### config.mk
export PLATFORM = sky130hd
export DESIGN_NAME = gated_period_tracker_unit
export DESIGN_NICKNAME = d
export VERILOG_FILES = /design/src/hw/rtl/gpt_pkg.sv /design/src/hw/rtl/gpt_div.sv /design/src/hw/rtl/gated_period_tracker_unit.sv
export SDC_FILE = /design/constraint.sdc
export NUM_CORES = 1
export LEC_CHECK = 0
export ABC_CLOCK_PERIOD_IN_PS = 7700
export BUFFER_PORTS_ARGS = -buffer_cell sky130_fd_sc_hd__buf_2
export CAP_MARGIN = 10
export CELL_PAD_IN_SITES_DETAIL_PLACEMENT = 1
export CELL_PAD_IN_SITES_GLOBAL_PLACEMENT = 2
export CORE_MARGIN = 1.5
export CORE_UTILIZATION = 36
export CTS_CLUSTER_SIZE = 28
export DETAILED_ROUTE_END_ITERATION = 8
export GPL_TIMING_DRIVEN = 0
export PLACE_DENSITY_LB_ADDON = 0.1
export SYNTH_ARGS = -nofsm -noshare
export SYNTH_HDL_FRONTEND = slang
export SYNTH_SLANG_ARGS = --single-unit
### constraint.sdc
create_clock -name clk_i -period 7.7 [get_ports clk_i]
set_input_delay 0.385 -clock clk_i [delete_from_list [all_inputs] [get_ports clk_i]]
set_output_delay 0.385 -clock clk_i [all_outputs]
set_load 0.01 [all_outputs]
### src/hw/rtl/gpt_pkg.sv
// ----------------------------------------------------------------------------
// gpt_pkg
// Shared types and constants of the gated period tracker.
// ----------------------------------------------------------------------------
`timescale 1ns / 1ps
`default_nettype none

package gpt_pkg;

  localparam int unsigned DividendW = 64;
  localparam int unsigned DivisorW  = 32;
  localparam int unsigned PeriodW   = 32;
  localparam int unsigned StepCntW  = $clog2(DividendW);

  // Rounding constant of the (7*old + new + 4) / 8 blend.
  localparam logic [2:0] AvgRound = 3'd4;

  typedef enum logic [2:0] {
    ST_IDLE,
    ST_DIV,
    ST_BAND,
    ST_BLEND,
    ST_EMIT
  } gpt_state_e;

  typedef struct packed {
    logic div_start;
    logic band_en;
    logic blend_en;
    logic emit_en;
  } gpt_ctrl_t;

endpackage

`default_nettype wire

### src/hw/rtl/gpt_div.sv
// ----------------------------------------------------------------------------
// gpt_div
// Bit-serial restoring divider: one quotient bit per cycle.
// ----------------------------------------------------------------------------
`timescale 1ns / 1ps
`default_nettype none

module gpt_div
  import gpt_pkg::*;
(
  input  wire logic                 clk_i,
  input  wire logic                 rst_ni,
  input  wire logic                 start_i,
  input  wire logic [DividendW-1:0] dividend_i,
  input  wire logic [DivisorW-1:0]  divisor_i,
  output logic                      done_o,
  output logic [DividendW-1:0]      quotient_o
);

  logic                 busy_q, busy_d;
  logic                 done_q, done_d;
  logic [StepCntW-1:0]  cnt_q, cnt_d;
  logic [DividendW-1:0] quo_q, quo_d;
  logic [DivisorW-1:0]  rem_q, rem_d;
  logic [DivisorW-1:0]  dvs_q, dvs_d;
  logic [DivisorW:0]    rem_sh;
  logic [DivisorW:0]    diff;

  // The dividend shifts out of the top of quo_q while quotient bits enter
  // at the bottom, so one register holds both.
  assign rem_sh = {rem_q, quo_q[DividendW-1]};
  assign diff   = rem_sh - {1'b0, dvs_q};

  always_comb begin
    busy_d = busy_q;
    done_d = 1'b0;
    cnt_d  = cnt_q;
    quo_d  = quo_q;
    rem_d  = rem_q;
    dvs_d  = dvs_q;
    if (start_i) begin
      busy_d = 1'b1;
      cnt_d  = '1;
      quo_d  = dividend_i;
      rem_d  = '0;
      dvs_d  = divisor_i;
    end else if (busy_q) begin
      if (!diff[DivisorW]) begin
        rem_d = diff[DivisorW-1:0];
        quo_d = {quo_q[DividendW-2:0], 1'b1};
      end else begin
        rem_d = rem_sh[DivisorW-1:0];
        quo_d = {quo_q[DividendW-2:0], 1'b0};
      end
      cnt_d = cnt_q - StepCntW'(1);
      if (cnt_q == '0) begin
        busy_d = 1'b0;
        done_d = 1'b1;
      end
    end
  end

  always_ff @(posedge clk_i or negedge rst_ni) begin
    if (!rst_ni) begin
      busy_q <= 1'b0;
      done_q <= 1'b0;
      cnt_q  <= '0;
    end else begin
      busy_q <= busy_d;
      done_q <= done_d;
      cnt_q  <= cnt_d;
    end
  end

  always_ff @(posedge clk_i) begin
    quo_q <= quo_d;
    rem_q <= rem_d;
    dvs_q <= dvs_d;
  end

  assign done_o     = done_q;
  assign quotient_o = quo_q;

endmodule

`default_nettype wire

### src/hw/rtl/gated_period_tracker_unit.sv
// An input transaction starts the bit-serial divider; the quotient then passes
// the band and blend states, and emit waits while the output is stalled.
// No new input is taken until the previous result has been emitted.
// A new input is taken while a finished result still waits at the output.
// Reset clears the nominal period and the stored estimate (no estimate yet).
// ----------------------------------------------------------------------------
// gated_period_tracker_unit
// Divides elapsed ticks by report count, gates the observed period against
// a band around the nominal period and blends it into a running estimate.
// ----------------------------------------------------------------------------
`timescale 1ns / 1ps
`default_nettype none

module gated_period_tracker_unit
  import gpt_pkg::*;
(
  input  wire logic                 clk_i,
  input  wire logic                 rst_ni,
  input  wire logic                 cfg_we_i,
  input  wire logic [PeriodW-1:0]   cfg_wdata_i,
  input  wire logic                 in_valid_i,
  output logic                      in_stall_o,
  input  wire logic [DividendW-1:0] elapsed_ticks_i,
  input  wire logic [DivisorW-1:0]  report_count_i,
  output logic                      out_valid_o,
  input  wire logic                 out_stall_i,
  output logic [PeriodW-1:0]        period_estimate_o
);

  gpt_state_e state_q, state_d;
  gpt_ctrl_t  ctrl;

  logic [PeriodW-1:0]   nominal_q;
  logic [PeriodW-1:0]   lo_q;
  logic [PeriodW:0]     hi_q;
  logic [PeriodW+1:0]   nom_x3;
  logic [PeriodW+2:0]   nom_x5;
  logic [PeriodW-1:0]   stored_q;
  logic                 cnt_zero_q;
  logic                 use_obs_q;
  logic [PeriodW+2:0]   keep7_q;
  logic [PeriodW-1:0]   fallback_q;
  logic [PeriodW-1:0]   obs_q;
  logic [PeriodW-1:0]   res_q;
  logic [PeriodW+3:0]   blend_sum;
  logic [PeriodW-1:0]   res_d;
  logic                 out_valid_q;
  logic [PeriodW-1:0]   out_q;
  logic                 div_done;
  logic [DividendW-1:0] quotient;
  logic                 in_acc;
  logic                 emit_ok;
  logic                 obs_ok;

  assign in_acc  = in_valid_i && (state_q == ST_IDLE);
  assign emit_ok = !out_valid_q || !out_stall_i;

  gpt_div u_div (
    .clk_i,
    .rst_ni,
    .start_i    (ctrl.div_start),
    .dividend_i (elapsed_ticks_i),
    .divisor_i  (report_count_i),
    .done_o     (div_done),
    .quotient_o (quotient)
  );

  // Band limits are fixed between configuration writes, so they are
  // precomputed when the nominal period is written.
  assign nom_x3 = {1'b0, cfg_wdata_i, 1'b0} + {2'b00, cfg_wdata_i};
  assign nom_x5 = {1'b0, cfg_wdata_i, 2'b00} + {3'b000, cfg_wdata_i};

  always_ff @(posedge clk_i or negedge rst_ni) begin
    if (!rst_ni) begin
      nominal_q <= '0;
      lo_q      <= '0;
      hi_q      <= '0;
    end else if (cfg_we_i) begin
      nominal_q <= cfg_wdata_i;
      lo_q      <= nom_x3[PeriodW+1:2];
      hi_q      <= nom_x5[PeriodW+2:2];
    end
  end

  // Next state.
  always_comb begin
    state_d = state_q;
    unique case (state_q)
      ST_IDLE:  if (in_valid_i) state_d = ST_DIV;
      ST_DIV:   if (div_done) state_d = ST_BAND;
      ST_BAND:  state_d = ST_BLEND;
      ST_BLEND: state_d = ST_EMIT;
      ST_EMIT:  if (emit_ok) state_d = ST_IDLE;
      default:  state_d = ST_IDLE;
    endcase
  end

  // Control outputs.
  always_comb begin
    ctrl = '0;
    unique case (state_q)
      ST_IDLE:  ctrl.div_start = in_valid_i;
      ST_DIV:   ctrl         = '0;
      ST_BAND:  ctrl.band_en  = 1'b1;
      ST_BLEND: ctrl.blend_en = 1'b1;
      ST_EMIT:  ctrl.emit_en  = emit_ok;
      default:  ctrl         = '0;
    endcase
  end

  always_ff @(posedge clk_i or negedge rst_ni) begin
    if (!rst_ni) begin
      state_q <= ST_IDLE;
    end else begin
      state_q <= state_d;
    end
  end

  assign obs_ok = !cnt_zero_q && (nominal_q != '0)
               && (quotient[DividendW-1:PeriodW] == '0)
               && (quotient[PeriodW-1:0] >= lo_q)
               && ({1'b0, quotient[PeriodW-1:0]} <= hi_q);

  always_ff @(posedge clk_i) begin
    if (in_acc) begin
      cnt_zero_q <= (report_count_i == '0);
    end
    if (ctrl.band_en) begin
      use_obs_q  <= obs_ok;
      obs_q      <= quotient[PeriodW-1:0];
      keep7_q    <= {stored_q, 3'b000} - {3'b000, stored_q};
      fallback_q <= (stored_q != '0) ? stored_q : nominal_q;
    end
  end

  assign blend_sum = {1'b0, keep7_q} + {4'b0000, obs_q} + {{(PeriodW+1){1'b0}}, AvgRound};

  always_comb begin
    if (!use_obs_q) begin
      res_d = fallback_q;
    end else if (keep7_q == '0) begin
      // No estimate yet: the observation is loaded as it is.
      res_d = obs_q;
    end else begin
      res_d = blend_sum[PeriodW+2:3];
    end
  end

  always_ff @(posedge clk_i or negedge rst_ni) begin
    if (!rst_ni) begin
      stored_q <= '0;
    end else if (ctrl.blend_en) begin
      stored_q <= res_d;
    end
  end

  always_ff @(posedge clk_i) begin
    if (ctrl.blend_en) begin
      res_q <= res_d;
    end
    if (ctrl.emit_en) begin
      out_q <= res_q;
    end
  end

  always_ff @(posedge clk_i or negedge rst_ni) begin
    if (!rst_ni) begin
      out_valid_q <= 1'b0;
    end else if (ctrl.emit_en) begin
      out_valid_q <= 1'b1;
    end else if (!out_stall_i) begin
      out_valid_q <= 1'b0;
    end
  end

  assign in_stall_o        = (state_q != ST_IDLE);
  assign out_valid_o       = out_valid_q;
  assign period_estimate_o = out_q;

endmodule

`default_nettype wire

# Word-level counts from Yosys, hierarchy flattened
# Cells that the tools add are included.
[totals]
wordCells = 80
output_inout_bits = 34
reg_bits = 434
inputBits = 133
[classes]
addsub = 7
n_mux = 25
magnitude_cmp = 2
reduce_logical = 19
n_eq_ne = 8
[ops]
columns = ["op", "n"]
rows = [
  ["two-way mux 32 bit", 4],
  ["two-way mux 64 bit", 2],
  ["logical NOT 32 bit", 2],
  ["nonzero test 32 bit", 2],
  ["adder 34 x 32 -> 35 bit", 1],
  ["adder 35 x 3 -> 35 bit (second input constant)", 1],
  ["adder 35 x 32 -> 35 bit", 1],
  ["logical NOT 35 bit", 1],
  ["subtractor 35 x 32 -> 35 bit", 1],
  ["adder 33 x 32 -> 34 bit", 1],
  ["<= comparator 32 x 33 -> 1 bit", 1],
  ["subtractor 33 x 32 -> 33 bit", 1],
  ["greater-or-equal comparator 32 bit", 1],
  ["case mux 3 bit (5 select lines)", 1],
  ["two-way mux 1 bit", 13],
  ["two-way mux 6 bit", 2],
  ["two-way mux 3 bit", 3],
  ["equality test 3 x 2 -> 1 bit (second input constant)", 2],
  ["logical NOT 6 bit", 1],
  ["subtractor 6 x 1 -> 6 bit (second input constant)", 1],
  ["logical AND 1 bit", 5],
  ["!= test 2 x 1 -> 1 bit (second input constant)", 2],
  ["!= test 2 bit (second input constant)", 2],
  ["equality test 3 x 1 -> 1 bit (second input constant)", 1],
  ["7 further kinds", 9],
]

# Depth between registers and ports, before layout
# Gate-level depths: netlist (run 1).
[depth]
depth_word = 5
mapped_depth = 14
depth_no_buf = 14

# Hierarchy
# A second synthesis (run 1) with hierarchy kept.
[hier_totals]
cells_unflattened = 2606
area_unflattened_um2 = 26733.1
[by_module_without_submodules]
columns = ["module", "cells_each", "n_inst", "area_per_inst_um2"]
rows = [
  ["gated_period_tracker_unit", 1927, 1, 19399.9],
  ["gpt_div", 679, 1, 7333.3],
]

# Worst setup path after synthesis (run 1)
# OpenSTA, ideal clock, no wires.
[synth_timing]
path_type = "register to register"
startpoint = "reg state_q[0]"
endpoint = "reg fallback_q[0], enable pin"
arrival_time_ns = 7.728
required_time_ns = 6.998
setup_slack_ns = -0.730
n_path_buf = 0
path_stages_with_launch = 2
period_less_slack_ns = 8.430
path_cell_list = "dfrtp_1 nor3b_1"
[synth_via]
elab_chain_cells = 2
[synth_lines]
columns = ["element", "line", "text"]
rows = [
  ["start: declaration", "gated_period_tracker_unit.sv:30", "gpt_state_e state_q, state_d;"],
  ["start signal: assignment", "gated_period_tracker_unit.sv:115", "state_q <= state_d;"],
  ["equality test 3 x 2 -> 1 bit", "gated_period_tracker_unit.sv:101", "unique case (state_q)"],
  ["two-way mux 1 bit", "gated_period_tracker_unit.sv:101", ""],
  ["end signal: assignment", "gated_period_tracker_unit.sv:132", "fallback_q <= (stored_q != '0) ? stored_q : nominal_q;"],
  ["end: declaration", "gated_period_tracker_unit.sv:42", "logic [PeriodW-1:0] fallback_q;"],
]
# Every way passes these cells.
# A chain may end at the register's enable or synchronous reset.

# Worst setup path in the final report (run 1)
[layout_timing]
startpoint = "reg obs_q[2]"
endpoint = "reg res_q[25] (data pin)"
[layout_via]
elab_chain_cells = 4
[layout_lines]
columns = ["element", "line", "text"]
rows = [
  ["start: declaration", "gated_period_tracker_unit.sv:43", "logic [PeriodW-1:0] obs_q;"],
  ["start signal: assignment", "gated_period_tracker_unit.sv:130", "obs_q <= quotient[PeriodW-1:0];"],
  ["adder 35 x 32 -> 35 bit", "gated_period_tracker_unit.sv:136", "assign blend_sum = {1'b0, keep7_q} + {4'b0000, obs_q} + {{(PeriodW+1){1'b0}}, AvgRound};"],
  ["adder 35 x 3 -> 35 bit", "gated_period_tracker_unit.sv:136", ""],
  ["two-way mux 32 bit", "gated_period_tracker_unit.sv:141", "end else if (keep7_q == '0) begin"],
  ["two-way mux 32 bit", "gated_period_tracker_unit.sv:139", "if (!use_obs_q) begin"],
  ["net res_d[25]", "gated_period_tracker_unit.sv:46", "logic [PeriodW-1:0] res_d;"],
  ["end signal: assignment", "gated_period_tracker_unit.sv:159", "res_q <= res_d;"],
  ["end: declaration", "gated_period_tracker_unit.sv:44", "logic [PeriodW-1:0] res_q;"],
]
# The timed path passes the listed nets, and every way through them passes these cells.

==> results.txt, run 1 <==
----------------------------------------------------
[CTS]
  Cell chosen for the clock root ... sky130_fd_sc_hd__clkbuf_16
  Number of buffers inserted to repair setup after CTS ... 0
  Clock latency on the worst-skew pair ... 0.61 ns
  Num CTS Buffers ... 51
  Post-CTS Hold Buffers ... 33
  Post_cts resized ... 0
  Sinks on the clock net ... 434
  CTS H-tree lvls ... 2
  Clock slew at the register clock pins of the worst setup and hold paths ... 0.06 ns
  CTS max path bufs ... 3
  CTS tree ... built

[Global routing]
  Antenna violations before repair ... 2
  GRT Residual Overflow ... 0
  Largest net degree at the start of global routing ... 78
  Via count of the first global-routing pass ... 22,200
  Overall routing resource usage ... 22.70%
  First-pass GRT wire length ... 130.1 mm

[Die]
  Chip Height ... 273.5 um
  Row cnt ... 98
  Placeable core region ... 0.07198 mm^2
  Total Die Area ... 0.07480 mm^2
  Boundary Pins ... 167
  DIE WIDTH ... 273.5 um
  Starting density of the core ... 36.59%

[Run status]
  Result of the run ... completed

[STA]
  Count of endpoints failing setup in the final report ... 0
  Unrepaired setup endpoints after global routing ... false
  Slew HR ... 16.79%
  Final-layout setup total negative slack ... 0 ns
  Max frequency ... 242.4 MHz
  Skew final ... 0.02314 ns
  Actual transition at the worst max-transition pin ... 1.217 ns
  Minimum clock period ... 4.126 ns
  Final number of max-transition violations ... 0
  Final critical-path share of the clock period ... 53.58%
  Number of hold violations in the final report ... 0

[Critical path]
  Critical Path Start ... obs_q[2]$_DFFE_PN_
  Largest stage delay on the critical path ... 0.47 ns
  Highest-delay cell along the critical path ... sky130_fd_sc_hd__a221oi_2
  Number of buffer and inverter instances along the worst setup path ... 2
  Cell family with the largest share of critical-path delay ... compound AO/OA/AOI/OAI gates
  CP Class ... flip-flop to flip-flop
  Worst-path cell chain ... inv_1 -> ha_1 -> inv_1 -> ha_1 -> and4_1 -> o31a_1 -> a221oi_2 -> a211oi_1 -> a221oi_2 -> o221ai_1 -> a31oi_1 -> xnor2_1 -> mux2i_1 -> a21oi_1
  Crit path DAT ... 4.44 ns
  CP required ... 8.02 ns
  Largest fanout on the critical path ... 6
  CP Launch Type ... flip-flop
  Crit path capture type ... flip-flop
  Reg-to-Reg Start ... obs_q[2]$_DFFE_PN_

[Finish]
  Layout cell share with drive strength beyond 1 ... 11.90%
  Layout Cells excl Fill ... 3,902
  Total area of multi-input combinational cells ... 0.01336 mm^2
  Sequential cell area ... 0.01201 mm^2
  Leading cell type in the layout, fill and taps excluded ... sky130_fd_sc_hd__nand2_1
  Highest-count cells in the layout ignoring fill and taps ... sky130_fd_sc_hd__nand2_1 (394), sky130_fd_sc_hd__edfxtp_1 (261), sky130_fd_sc_hd__ha_1 (251)
  Final-layout fill cell count ... 8,139
  Growth of design area from synthesis to finish ... 16.72%
  Flip-flop count of the largest register after layout ... 64
  # nets final ... 3,294

[Run]
  Max-capacitance violation count ... 0

[Route]
  Detailed-router iteration count before antenna repair ... 5
  Routed wire length ... 84.67 mm
  Routed wire length per instance ... 21.70 um
  Detailed-route DRC error count ... 0
  Vias per Instance ... 5.311
  Antenna Violating Nets Remaining ... 0
  Overall via count from detail_route ... 20,730
  Violation count after the first detailed-routing iteration ... 986

[Placed design]
  Detailed placer's ending HPWL ... 67.42 mm
  Cell count after placement ... 3,771
  Gpl congestion ... 0.9015
  Quantity of I/O buffers inserted on ports ... 166

[Power and ir drop]
  Final Power ... 10.17 mW
  Leakage ... 13.72 nW
  Proportion of power drawn by the clock network ... 25.9%
  Seq pwr share ... 34.1%
  Sw Share ... 36.71%
  Combinational power share ... 40.0%
  P_int ... 6.434 mW
  Worst voltage drop across the vdd grid ... 0.1831 mV
  Net switching power ... 3.731 mW
  Power Dens Cells ... 330.7 mW/mm^2

[Synthesis]
  Dominant register cell in the synthesized netlist ... sky130_fd_sc_hd__edfxtp_1
  Sequential area share after synthesis ... 45.58%
  Synth cell types ... 79
  Post-synth top area share ... 29.76%
  Proportion of synthesized area in mux cells ... 3.962%
  Area of the mapped netlist ... 0.02634 mm^2
  Simple-gate share of the synthesized area ... 13.93%
  Count of flip-flops with a built-in enable after synthesis ... 261
  Proportion of synthesized flip-flops having asynchronous set or reset ... 32.49%
  Number of standard cells after synthesis ... 2,644
  Avg Inst Size Synth ... 9.962 um^2
  Top cells by area in the synthesized netlist ... sky130_fd_sc_hd__edfxtp_1 (30%), sky130_fd_sc_hd__dfrtp_1 (13%), sky130_fd_sc_hd__ha_1 (12%)
  Register bit total from synthesis ... 434
  Dominant combinational cell family by area after synthesis ... compound AO/OA/AOI/OAI gates
  Area share of fa/ha/maj cells after synthesis ... 12.15%
  Most area-hungry cell type in the Yosys netlist ... sky130_fd_sc_hd__edfxtp_1
  Compound-Gate Fraction of Synth Area ... 15.93%
  Number of warnings printed during yosys synthesis ... 0
  Synthesized-area fraction occupied by xor and xnor cells ... 4.622%
  Post-Synthesis Net Count ... 3,031

[Worst hold path]
  HP Class ... input pin to flip-flop
  Startpoint of the worst hold path ... elapsed_ticks_i[2]

----------------------------------------------------
==> layout make-up <==
cell class | count | area share, %
Multi-Input combinational cell | 1951 | 43.47
Sequential cell | 434 | 39.06
Antenna cell | 2 | 0.01628
Clock inverter | 32 | 1.351
Clock buffer | 64 | 4.546
Tap cell | 950 | 3.867
Inverter | 177 | 2.161
Buffer | 82 | 1.119
Timing Repair Buffer | 210 | 4.416
==> kinds of logic after synthesis <==
| group | after synthesis |
|---|---|
| fa+ha+maj | 254 |
| xor+xnor | 139 |
| simple gates | 794 |
| flops | 434 |
| buf+inv | 259 |
| compound gates | 667 |
| mux | 97 |
==> through the flow <==
step                util, %  hold slack, ns  setup slack, ns  cell area, um^2
floorplan                 -         0.08941            2.828            26340
global placement      39.41          0.4030           0.9385            28360
detailed placement    39.73          0.4052            3.531            28590
CTS                   42.70         0.01148            3.488            30740
global route          42.71         0.03033            3.391            30740
finish                42.71         0.04735            3.574            30740
==> power groups by stage <==
| stage | logic, mW | registers [mW] | clock network (mW) |
|---|---|---|---|
| after global placement | 3.89 | 3.49 | 0 |
| after floorplan | 2.95 | 3.35 | 0 |
| after CTS | 4.07 | 3.47 | 2.70 |
| final | 4.07 | 3.47 | 2.63 |
| after global routing | 4.54 | 3.52 | 2.77 |
| after detailed placement | 4.03 | 3.51 | 0 |
==> metal layers <==
layer	routed length [um]	vias up	track usage, %
li1	-	10100	-
met1	40780	10260	31.24
met2	38800	256	37.12
met3	2460	106	2.526
met4	2630	0	7.546
met5	0	-	0
==> tightest hold or removal path, stage by stage <==
cell and delay [ns]:
sky130_fd_sc_hd__buf_2 0.08, sky130_fd_sc_hd__nand2_1 0.04, sky130_fd_sc_hd__nand2_1 0.05
==> synth_stat cells (10+ instances only) <==
| cell type | count |
|---|---|
| sky130_fd_sc_hd__a211oi_1 | 15 |
| sky130_fd_sc_hd__a21o_1 | 111 |
| sky130_fd_sc_hd__a21oi_1 | 222 |
| sky130_fd_sc_hd__a31oi_1 | 21 |
| sky130_fd_sc_hd__and3_1 | 15 |
| sky130_fd_sc_hd__clkbuf_1 | 69 |
| sky130_fd_sc_hd__dfrtp_1 | 141 |
| sky130_fd_sc_hd__dfxtp_1 | 32 |
| sky130_fd_sc_hd__edfxtp_1 | 261 |
| sky130_fd_sc_hd__ha_1 | 251 |
| sky130_fd_sc_hd__inv_1 | 176 |
| sky130_fd_sc_hd__mux2_2 | 58 |
| sky130_fd_sc_hd__mux2i_1 | 39 |
| sky130_fd_sc_hd__nand2_1 | 394 |
| sky130_fd_sc_hd__nand2b_1 | 32 |
| sky130_fd_sc_hd__nand3_1 | 33 |
| sky130_fd_sc_hd__nand3b_1 | 10 |
| sky130_fd_sc_hd__nand4_1 | 38 |
| sky130_fd_sc_hd__nor2_1 | 127 |
| sky130_fd_sc_hd__nor2b_1 | 22 |
| sky130_fd_sc_hd__nor3_1 | 29 |
| sky130_fd_sc_hd__nor3b_1 | 10 |
| sky130_fd_sc_hd__nor4_1 | 40 |
| sky130_fd_sc_hd__o211ai_1 | 22 |
| sky130_fd_sc_hd__o21a_1 | 17 |
| sky130_fd_sc_hd__o21ai_0 | 158 |
| sky130_fd_sc_hd__o21bai_1 | 16 |
| sky130_fd_sc_hd__or3_1 | 10 |
| sky130_fd_sc_hd__xnor2_1 | 87 |
| sky130_fd_sc_hd__xor2_1 | 52 |
==> path summary, 6_finish.rpt <==
path	endpoint	slack, ns	cells past startpoint
min reg2reg	period_estimate_o[31]$_DFFE_PP_	0.42	0
max in group asynchronous	state_q[1]$_DFFE_PN0P_	6.46	3
max	res_q[25]$_DFFE_PP_	3.57	14
min	u_div.quotient_o[2]$_DFFE_PP_	0.05	3
max reg2reg	res_q[25]$_DFFE_PP_	3.57	14
min in group asynchronous	lo_q[2]$_DFFE_PN0P_	0.34	2
Note: power is estimated with default switching activity, not from simulation.
==> run 2: changes to the inputs <==
--- a/config.mk
+++ b/config.mk
@@ -5,13 +5,14 @@
 export SDC_FILE = /design/constraint.sdc
 export NUM_CORES = 1
 export LEC_CHECK = 0
-export ABC_CLOCK_PERIOD_IN_PS = 7700
+export ABC_AREA = 1
+export ABC_CLOCK_PERIOD_IN_PS = 3700
 export BUFFER_PORTS_ARGS = -buffer_cell sky130_fd_sc_hd__buf_2
 export CAP_MARGIN = 10
 export CELL_PAD_IN_SITES_DETAIL_PLACEMENT = 1
 export CELL_PAD_IN_SITES_GLOBAL_PLACEMENT = 2
 export CORE_MARGIN = 1.5
-export CORE_UTILIZATION = 36
+export CORE_UTILIZATION = 34
 export CTS_CLUSTER_SIZE = 28
 export DETAILED_ROUTE_END_ITERATION = 8
 export GPL_TIMING_DRIVEN = 0
==> constraint.sdc (replaced) <==
create_clock -name clk_i -period 3.7 [get_ports clk_i]
set_input_delay 0.185 -clock clk_i [delete_from_list [all_inputs] [get_ports clk_i]]
set_output_delay 0.185 -clock clk_i [all_outputs]
set_load 0.01 [all_outputs]
==> run 2 against run 1 <==
Against the previous run: utilization is 1.6 points lower; clock power up 100%; setup slack got worse by 3.2 ns; combinational power grew to 3.9 times the previous value; final cell count grew 29%; sequential power grew 150%; non-clock buffer count up 79; count of clock-buffer cells in the layout rose by 13; die area rose by 14%; first-iteration DRC count up 34%; largest power group unchanged.
==> results.txt, run 2 <==
----------------------------------------------------
[Critical path]
  CP required ... 4.00 ns (-4.02 ns)
  Largest fanout on the critical path ... 10 (+4)
  Crit path DAT ... 3.59 ns (-0.85 ns)
  CP Launch Type ... flip-flop
  Crit path capture type ... flip-flop
  CP Class ... flip-flop to flip-flop

[STA]
  Skew final ... 0.02963 ns (+0.006492 ns)
  Count of endpoints failing setup in the final report ... 0 (unchanged)
  Final number of max-transition violations ... 0 (unchanged)
  Minimum clock period ... 3.296 ns (-0.8296 ns)
  Final critical-path share of the clock period ... 89.08% (+36 points)
  Number of hold violations in the final report ... 0 (unchanged)
  Final-layout setup total negative slack ... 0 ns (unchanged)
  Slew HR ... 30.55% (+14 points)
  Actual transition at the worst max-transition pin ... 1.042 ns (-0.1748 ns)
  Max frequency ... 303.4 MHz (+25%)
  Worst hold slack ... 0.03843 ns (-0.008919 ns)
  Unrepaired setup endpoints after global routing ... false

[Die]
  Total Die Area ... 0.08538 mm^2 (+14%)
  Placeable core region ... 0.08237 mm^2 (+14%)
  Starting density of the core ... 34.52% (-2.1 points)
  Boundary Pins ... 167 (unchanged)
  Row cnt ... 105 (+7.1%)
  Chip Height ... 292.2 um (+6.8%)
  DIE WIDTH ... 292.2 um (+6.8%)

[Synthesis]
  Proportion of synthesized flip-flops having asynchronous set or reset ... 32.49% (unchanged)
  Post-synth top area share ... 27.56% (-2.2 points)
  Number of warnings printed during yosys synthesis ... 0 (unchanged)
  Dominant register cell in the synthesized netlist ... sky130_fd_sc_hd__edfxtp_1
  Area of the mapped netlist ... 0.02843 mm^2 (+8.0%)
  Avg Inst Size Synth ... 7.972 um^2 (-20%)
  Top cells by area in the synthesized netlist ... sky130_fd_sc_hd__edfxtp_1 (28%), sky130_fd_sc_hd__nand2_1 (13%), sky130_fd_sc_hd__dfrtp_1 (12%)
  Commonest cells in the netlist ... sky130_fd_sc_hd__nand2_1 (976), sky130_fd_sc_hd__inv_1 (464), sky130_fd_sc_hd__o21ai_0 (269)
  Register bit total from synthesis ... 434 (unchanged)
  Count of flip-flops with a built-in enable after synthesis ... 261 (unchanged)
  Post-Synthesis Net Count ... 3,954 (+30%)
  Library cell with the highest instance count after synthesis ... sky130_fd_sc_hd__nand2_1
  Sequential area share after synthesis ... 42.22% (-3.4 points)
  Synth cell types ... 53 (-33%)
  Number of standard cells after synthesis ... 3,567 (+35%)
  Most area-hungry cell type in the Yosys netlist ... sky130_fd_sc_hd__edfxtp_1

[CTS]
  Clock latency on the worst-skew pair ... 0.60 ns (about the same)
  CTS H-tree lvls ... 2 (unchanged)
  CTS tree ... built
  Num CTS Buffers ... 54 (+5.9%)
  Sinks on the clock net ... 434 (unchanged)
  Number of buffers inserted to repair setup after CTS ... 0 (unchanged)
  CTS max path bufs ... 3 (unchanged)
  Cell chosen for the clock root ... sky130_fd_sc_hd__clkbuf_16
  Clock slew at the register clock pins of the worst setup and hold paths ... 0.06 ns (about the same)

[Worst hold path]
  HP Class ... input pin to flip-flop

[Global routing]
  GRT Residual Overflow ... 0 (unchanged)
  Via count of the first global-routing pass ... 27,110 (+22%)
  First-pass GRT wire length ... 160.7 mm (+24%)
  Largest net degree at the start of global routing ... 74 (-5.1%)
  Antenna violations before repair ... 1 (-1)
  Overall routing resource usage ... 24.65% (+1.9 points)

[Run]
  Max-capacitance violation count ... 0 (unchanged)

[Route]
  Vias per Instance ... 5.108 (-3.8%)
  Violation count after the first detailed-routing iteration ... 1,319 (+34%)
  Detailed-route DRC error count ... 0 (unchanged)
  Overall via count from detail_route ... 25,720 (+24%)
  Antenna Violating Nets Remaining ... 0 (unchanged)
  Routed wire length per instance ... 21.05 um (-3.0%)
  Detailed-router iteration count before antenna repair ... 7 (+2)
  Routed wire length ... 106.0 mm (+25%)

[Placed design]
  Detailed placer's ending HPWL ... 86.63 mm (+28%)
  Gpl congestion ... 0.9256 (+2.7%)
  Quantity of I/O buffers inserted on ports ... 165 (-0.60%)
  Cell count after placement ... 4,810 (+28%)

[Finish]
  Flip-flop count of the largest register after layout ... 64 (unchanged)
  Layout cell share with drive strength beyond 1 ... 8.981% (-2.9 points)
  Leading cell type in the layout, fill and taps excluded ... sky130_fd_sc_hd__nand2_1
  # nets final ... 4,307 (+31%)
  Growth of design area from synthesis to finish ... 18.99%
  Layout Cells excl Fill ... 5,035 (+29%)
  Highest-count cells in the layout ignoring fill and taps ... sky130_fd_sc_hd__nand2_1 (975), sky130_fd_sc_hd__inv_1 (464), sky130_fd_sc_hd__o21ai_0 (269)

[Power and ir drop]
  Power Dens Cells ... 886.8 mW/mm^2 (+170%)
  Final Power ... 30.00 mW (+200%)
  Leakage ... 15.83 nW (+15%)
  Worst voltage drop across the vdd grid ... 0.4308 mV (+140%)

[Run status]
  Result of the run ... completed

----------------------------------------------------
-- run 2: path summary, 6_finish.rpt --
check / start / endpoint / slack (ns) / depth (start not counted)
setup / recovery: state_q[2]$_DFFE_PN0P_ / u_div.quotient_o[35]$_DFFE_PP_ / 0.40 / 6
hold reg to reg: res_q[11]$_DFFE_PP_ / period_estimate_o[11]$_DFFE_PP_ / 0.42 / 0
setup reg to reg: state_q[2]$_DFFE_PN0P_ / u_div.quotient_o[35]$_DFFE_PP_ / 0.40 / 6
min in group asynchronous: rst_ni / lo_q[2]$_DFFE_PN0P_ / 0.19 / 2
max in group asynchronous: rst_ni / state_q[1]$_DFFE_PN0P_ / 2.62 / 3
hold / removal: cfg_wdata_i[3] / nominal_q[3]$_DFFE_PN0P_ / 0.04 / 3
-- run 2: layer usage --
| layer | global-route usage [%] | wire (um) |
|---|---|---|
| met4 | 7.063 | 3023 |
| met1 | 33.87 | 51020 |
| met5 | 0 | 0 |
| met2 | 41.21 | 48920 |
| met3 | 2.238 | 3022 |
-- run 2: cell families (layout without fill, tap and decap cells) --
group                      Yosys count  count (layout)  synth area share, %
DFF                                434             434                42.22
buffers and inverters              543             940                7.313
adders and majority gates          254             254                11.26
other                                0               1                    0
xor gates and xnor gates            93              93                2.865
AOI/OAI and AO/OA                  626             626                12.07
and+or+nand+nor                   1617            1617                24.28
-- run 2: repair_timing --
action                     in CTS  in global routing
gates resized for setup         2                  1
setup endpoints to repair      74                  3
hold endpoints to repair      199                  0
hold buffers                  124                  0
-- run 2: final cells by class --
type,instances,area [um^2]
Fill cell,9981,48540
Multi-Input combinational cell,2590,14380
Tap cell,1070,1339
Buffer,74,324.1
Antenna cell,1,2.502
Clock buffer,77,1540
Inverter,469,1760
Sequential cell,434,12010
Timing Repair Buffer,297,2232
Clock inverter,23,245.2
-- run 2: power breakdown --
part	switching [mW]	internal, mW
registers	1.23	7.40
clock network	2.16	3.18
logic	10.6	5.40
total	14.0	16.0
-- run 2: critical path: stages (launching register included) --
cell                       delay (ns)
sky130_fd_sc_hd__dfrtp_1         0.43
sky130_fd_sc_hd__nor2_1          0.17
sky130_fd_sc_hd__nand2_1         0.16
sky130_fd_sc_hd__nor2_4          0.38
sky130_fd_sc_hd__clkbuf_1        0.78
sky130_fd_sc_hd__clkbuf_1        0.82
sky130_fd_sc_hd__o21ai_0         0.21
-- run 2: metrics by stage --
step	instance area (um^2)	util (%)	setup slack (ns)
after floorplan	28440	-	0.09372
after global placement	30600	37.15	-2.172
after detailed placement	30790	37.38	-0.1991
after CTS	33830	41.06	0.1821
after global routing	33830	41.07	0.2798
final	33830	41.07	0.4039
